File: src/sv/ftac_pkg.sv
// ============================================================================
// Flow table accounting package
// Shared constants, controller states and the command/status bundles.
// ============================================================================
package ftac_pkg;

    localparam int TABLE_ENTRIES = 1024;
    localparam int IDX_W         = 10;
    localparam int CNT_W         = 11;
    localparam int KEY_W         = 97;
    localparam int DATA_W        = 144;

    localparam logic [31:0] PKT_MAX  = 32'hFFFF_FFFF;
    localparam logic [47:0] BYTE_MAX = 48'hFFFF_FFFF_FFFF;
    localparam logic [CNT_W-1:0] COUNT_FULL = CNT_W'(TABLE_ENTRIES);

    typedef enum logic [2:0] {
        ST_IDLE,
        ST_READ,
        ST_CMP,
        ST_DATA_RD,
        ST_MISS,
        ST_UPDATE
    } state_t;

    // Commands from the controller to the datapath.
    typedef struct packed {
        logic load_key;
        logic scan_clr;
        logic scan_inc;
        logic key_rd;
        logic data_rd;
        logic key_wr;
        logic take_new;
        logic take_hit;
        logic emit_update;
        logic emit_drop;
    } cmd_t;

    // Status from the datapath to the controller.
    typedef struct packed {
        logic match;
        logic last;
        logic empty;
        logic full;
        logic out_free;
    } status_t;

endpackage

File: src/sv/ftac_ctrl.sv
// ============================================================================
// Flow table controller
// Sequences the linear key scan, the insert and the counter update.
// ============================================================================
module ftac_ctrl (
    input  logic             clk,
    input  logic             rst_n,
    input  logic             in_valid,
    output logic             in_ready,
    input  ftac_pkg::status_t status,
    output ftac_pkg::cmd_t    cmd
);

    ftac_pkg::state_t state_reg, state_next;

    // State register.
    always_ff @(posedge clk or negedge rst_n)
    begin
        if (!rst_n)
        begin
            state_reg <= ftac_pkg::ST_IDLE;
        end
        else
        begin
            state_reg <= state_next;
        end
    end

    // Next state.
    always_comb
    begin
        state_next = state_reg;
        unique case (state_reg)
            ftac_pkg::ST_IDLE:
            begin
                if (in_valid)
                begin
                    state_next = ftac_pkg::ST_READ;
                end
            end
            ftac_pkg::ST_READ:
            begin
                if (status.empty)
                begin
                    state_next = ftac_pkg::ST_MISS;
                end
                else
                begin
                    state_next = ftac_pkg::ST_CMP;
                end
            end
            ftac_pkg::ST_CMP:
            begin
                priority if (status.match)
                begin
                    state_next = ftac_pkg::ST_DATA_RD;
                end
                else if (status.last)
                begin
                    state_next = ftac_pkg::ST_MISS;
                end
                else
                begin
                    state_next = ftac_pkg::ST_READ;
                end
            end
            ftac_pkg::ST_DATA_RD:
            begin
                state_next = ftac_pkg::ST_UPDATE;
            end
            ftac_pkg::ST_MISS:
            begin
                priority if (!status.full)
                begin
                    state_next = ftac_pkg::ST_UPDATE;
                end
                else if (status.out_free)
                begin
                    state_next = ftac_pkg::ST_IDLE;
                end
            end
            ftac_pkg::ST_UPDATE:
            begin
                if (status.out_free)
                begin
                    state_next = ftac_pkg::ST_IDLE;
                end
            end
            default:
            begin
                state_next = ftac_pkg::ST_IDLE;
            end
        endcase
    end

    // Command outputs.
    always_comb
    begin
        cmd      = '0;
        in_ready = 1'b0;
        unique case (state_reg)
            ftac_pkg::ST_IDLE:
            begin
                in_ready     = 1'b1;
                cmd.load_key = in_valid;
                cmd.scan_clr = in_valid;
            end
            ftac_pkg::ST_READ:
            begin
                cmd.key_rd = 1'b1;
            end
            ftac_pkg::ST_CMP:
            begin
                cmd.take_hit = status.match;
                cmd.data_rd  = status.match;
                cmd.scan_inc = !status.match && !status.last;
            end
            ftac_pkg::ST_DATA_RD:
            begin
                cmd = '0;
            end
            ftac_pkg::ST_MISS:
            begin
                cmd.key_wr    = !status.full;
                cmd.take_new  = !status.full;
                cmd.emit_drop = status.full && status.out_free;
            end
            ftac_pkg::ST_UPDATE:
            begin
                cmd.emit_update = status.out_free;
            end
            default:
            begin
                cmd = '0;
            end
        endcase
    end

endmodule

File: config.mk
export PLATFORM = sky130hd
export DESIGN_NAME = ftac_ctrl
export DESIGN_NICKNAME = d
export VERILOG_FILES = /design/src/sv/ftac_pkg.sv /design/src/sv/ftac_ctrl.sv
export SDC_FILE = /design/constraint.sdc
export NUM_CORES = 1
export LEC_CHECK = 0
export BUFFER_PORTS_ARGS = -buffer_cell sky130_fd_sc_hd__buf_4
export CORE_AREA = 5 5 42 44
export DETAILED_ROUTE_END_ITERATION = 16
export DIE_AREA = 0 0 47 49
export PLACE_DENSITY = 0.49
export SLEW_MARGIN = 30
export SYNTH_ARGS = -nofsm -noshare
export SYNTH_HDL_FRONTEND = slang
export SYNTH_SLANG_ARGS = --single-unit
File: constraint.sdc
create_clock -name clk -period 1.22 [get_ports clk]
set_input_delay 0.061 -clock clk [delete_from_list [all_inputs] [get_ports clk]]
set_output_delay 0.061 -clock clk [all_outputs]
set_load 0.1 [all_outputs]
* Word-level counts from Yosys, hierarchy flattened *
Index checks and enable logic that the tools add are counted.

operators by class
  mux-type cells = 15
  eq/ne operators = 6
  reduce and logical (&&, ||, !) cells = 6

operators by type and width
  kind                  number
  $mux W3               6
  $pmux W3 S6           1
  $eq A3 B2 Y1 const B  2
  $eq A3 B3 Y1 const B  2
  $mux W1               6
  $mux W2               2
  $eq A3 B1 Y1 const B  1
  $logic_not A1 Y1      3
  $logic_not A3 Y1      1
  $logic_and A1 B1 Y1   2
  $ne A2 B2 Y1 const B  1

word-level totals
  word-level logic and storage cells = 28
  register bits = 3
  input port bits = 8
  output and inout port bits = 11

* Longest topological paths before layout *
  depth after elaboration = 3
  gate-level depth with buffers = 4
  gate-level depth less buffers = 3

* Worst setup path after synthesis *
Ideal clock, no wire load.

  path type = register -> output
  start = register state_reg[0]
  end = output port cmd[7] (netlist name)
  arrival = 3.473 ns
  slack = -2.314 ns
  buffers on the path = 1
  data required time = 1.159 ns
  cell stages (with the launch flop) = 3
  cell sequence = dfrtp_1 buf_4 nor4_1

RTL lines
  what                      RTL line         RTL
  start: declaration        ftac_ctrl.sv:14  ftac_pkg::state_t state_reg, state_next;
  start signal: assignment  ftac_ctrl.sv:21  state_reg <= ftac_pkg::ST_IDLE;
  start signal: assignment  ftac_ctrl.sv:25  state_reg <= state_next;
  end: declaration          ftac_ctrl.sv:11  output ftac_pkg::cmd_t cmd

==> flow_metrics.tcl <==
set metrics [dict create \
    status "finished with violations" \
    violations "negative setup slack" \
    wl_per_cell_um 9.975 \
    grt_pass1_wl_um 1442 \
    place_hpwl_um 653.5 \
    grt_max_degree 8 \
    path_cells "nand2b_4 -> nor3_4 -> buf_12" \
    rows 14 \
    yosys_register_bits 3 \
    postLayoutCellArea_um2 755.7 \
    place_area_um2 541.8 \
    r2r_end "state_reg[1]" \
    syn2layout_area_growth_pct 167.3 \
    dp_cells 71 \
    core_um2 1401 \
    cp-startpoint "state_reg[1]" \
    clk_pin_slew_ns 0.04 \
    endpoint_kind "output port" \
    syn_area_per_cell_um2 8.569 \
    die_x_um 47 \
    gp_congestion 0.7126 \
    initial_utilization 0.2018 \
    synth_cells 33 \
    yosys_warnings 0 \
    whs_ns 0.1292 \
    cts.sinks 3 \
    cp_slowest_cell "dfrtp_2" \
    fin_skew_ns 0.002168 \
    routed_via_density 4.250 \
    clock_path_buffers 2 \
    critical_path_class "reg2out" \
    ys_types 20 \
    gr-usage-all-layers 0.08557 \
    crit_fanout 7 \
    grt-ovfl-total 0 \
    clk_latency_ns 0.23 \
    place.port_buffers 18 \
    grt_pass1_vias 345 \
    postRouteAntennaNets 0 \
    max_cap_violations 0 \
    path_delay_family "simple AND/OR/NAND/NOR gates" \
    rsz0062_at_grt "true" \
    reg2reg_depth 4 \
    setup_violations 11 \
    regToRegSetupSlack_ns 0.01 \
    crit_arrival_ns 1.35 \
    fin_ws_ns -0.1950 \
    finalCriticalPeriod_ns 1.415 \
    dp_slack_ns -0.01189 \
    largest_register_ffs 3 \
    final_layout_size_suffix_gt1_frac 0.7500 \
    critPathLaunchType "register" \
    first_pass_iters 1 \
    detail_route.iter0.violations 0 \
    num_antenna_cells 0 \
    cp.required_ns 1.16 \
    max_slew_margin 0.7966 \
    die_h_um 49 \
    drt-total-wl_um 798 \
    syn_area_um2 282.8 \
    max_freq_mhz 706.7 \
    nets 73 \
    ioPinCount 19 \
    clockRootBuffer "clkbuf_4" \
    tritoncts "yes" \
    slowest_delay_ns 0.45 \
    path_depth 3 \
    min_path_type "in2reg" \
    tightest_slew_ns 0.3048 \
    dieArea_um2 2303 \
    vias 340 \
    syn_nets 41 \
    cp_num_buf_inv 1 \
    timing.final.hold_violations 0 \
    fin_cells 80 \
    regToRegStartpoint "state_reg[2]" \
    cts_htree_levels 1 \
    drc 0 \
    cp-endpoint "cmd[3]" \
    ys_seq_area_frac 0.2655 \
    drv_slew 0 \
    numCtsBuffers 3 \
    antenna_found_initial 0 \
    period_share 1.160 \
]
worst register-to-register path, cell delays in order (launching register included):
cell      delay, ns
dfrtp_2        0.42
nand2b_4       0.16
nor3b_4        0.32
buf_4          0.17
a21o_1         0.08
synthesized netlist by cell type:
cell type / count / area, um^2
a21o_1: 2 / 15.01
a21oi_1: 2 / 10.01
and2b_1: 1 / 7.510
and3_1: 1 / 6.260
buf_4: 5 / 37.54
dfrtp_1: 3 / 75.07
inv_1: 1 / 3.750
nand2_1: 3 / 11.26
nand2b_1: 1 / 6.260
nand2b_4: 1 / 13.76
nand3b_1: 1 / 7.510
nor2b_1: 1 / 6.260
nor3_1: 3 / 15.01
nor3b_1: 1 / 7.510
nor3b_2: 1 / 12.51
nor3b_4: 1 / 18.77
nor4_1: 1 / 6.260
o21ai_0: 1 / 5.000
o21ai_1: 2 / 10.01
o21bai_1: 1 / 7.510
repair_timing:
| item | in CTS | in global routing |
|---|---|---|
| pin swaps | 4 | 2 |
| gates resized for setup | 32 | 6 |
| buffers inserted | 2 | 3 |
| setup endpoints to repair | 11 | 13 |
| hold endpoints to repair | 3 | 0 |
| hold buffers | 1 | 0 |
stage by stage:
stage                 util   TNS, ns
detailed placement  0.3866  -0.03766
CTS                 0.5134    -1.692
global placement    0.3866  -0.09343
finish              0.5393    -1.640
global route        0.5393    -2.415
floorplan                -    -4.971
cell type report:
cell class              count  area (um^2)
repair buffers             32        379.1
inverters                   1        3.754
well taps                  16        20.02
flip-flops and latches      3        78.83
clock buffers               4        26.28
multi-input cells          24        247.7
fillers                   129        645.6
layout by cell type, fill, tap and decap left out:
cell type,count
buf_4,18
inv_1,1
nand2b_4,2
nand3b_1,1
dlygate4sd3_1,1
nand2_1,3
nor2b_2,1
o21bai_1,1
a21o_1,2
clkbuf_4,3
nor4_4,1
dfrtp_2,3
o21ai_1,3
and2b_1,1
clkbuf_1,1
nor3_4,3
nor3b_4,3
buf_12,10
and3_4,1
a21oi_1,2
buf_6,3
kinds of logic (layout without fill, tap and decap cells):
group	after synthesis	count (layout)	synth area share
AO/OA/AOI/OAI	8	8	0.1681
buffers and inverters	6	37	0.1460
flip-flops	3	3	0.2655
AND/OR/NAND/NOR	16	16	0.4204
metal layers:
layer / vias to the layer above / track usage / wire length (um)
li1: 176 / - / -
met1: 157 / 0.09800 / 291
met2: 7 / 0.1380 / 464
met3: 0 / 0.02583 / 42
met4: 0 / 0.04147 / 0
met5: - / 0 / 0
how the worst min path moves through the flow:
stage,from,end,slack (ns),cells after the start
floorplan,rst_n,state_reg[0],-0.23,0
global placement,rst_n,state_reg[0],-0.15,1
detailed placement,rst_n,state_reg[0],-0.15,1
CTS,status[2],state_reg[1],0.13,3
global route,status[2],state_reg[1],0.14,3
finish,status[2],state_reg[1],0.13,3
Power is left out: the tool's default activity adds up to more than one toggle a clock period on the data nets, which glitch-free logic cannot reach.
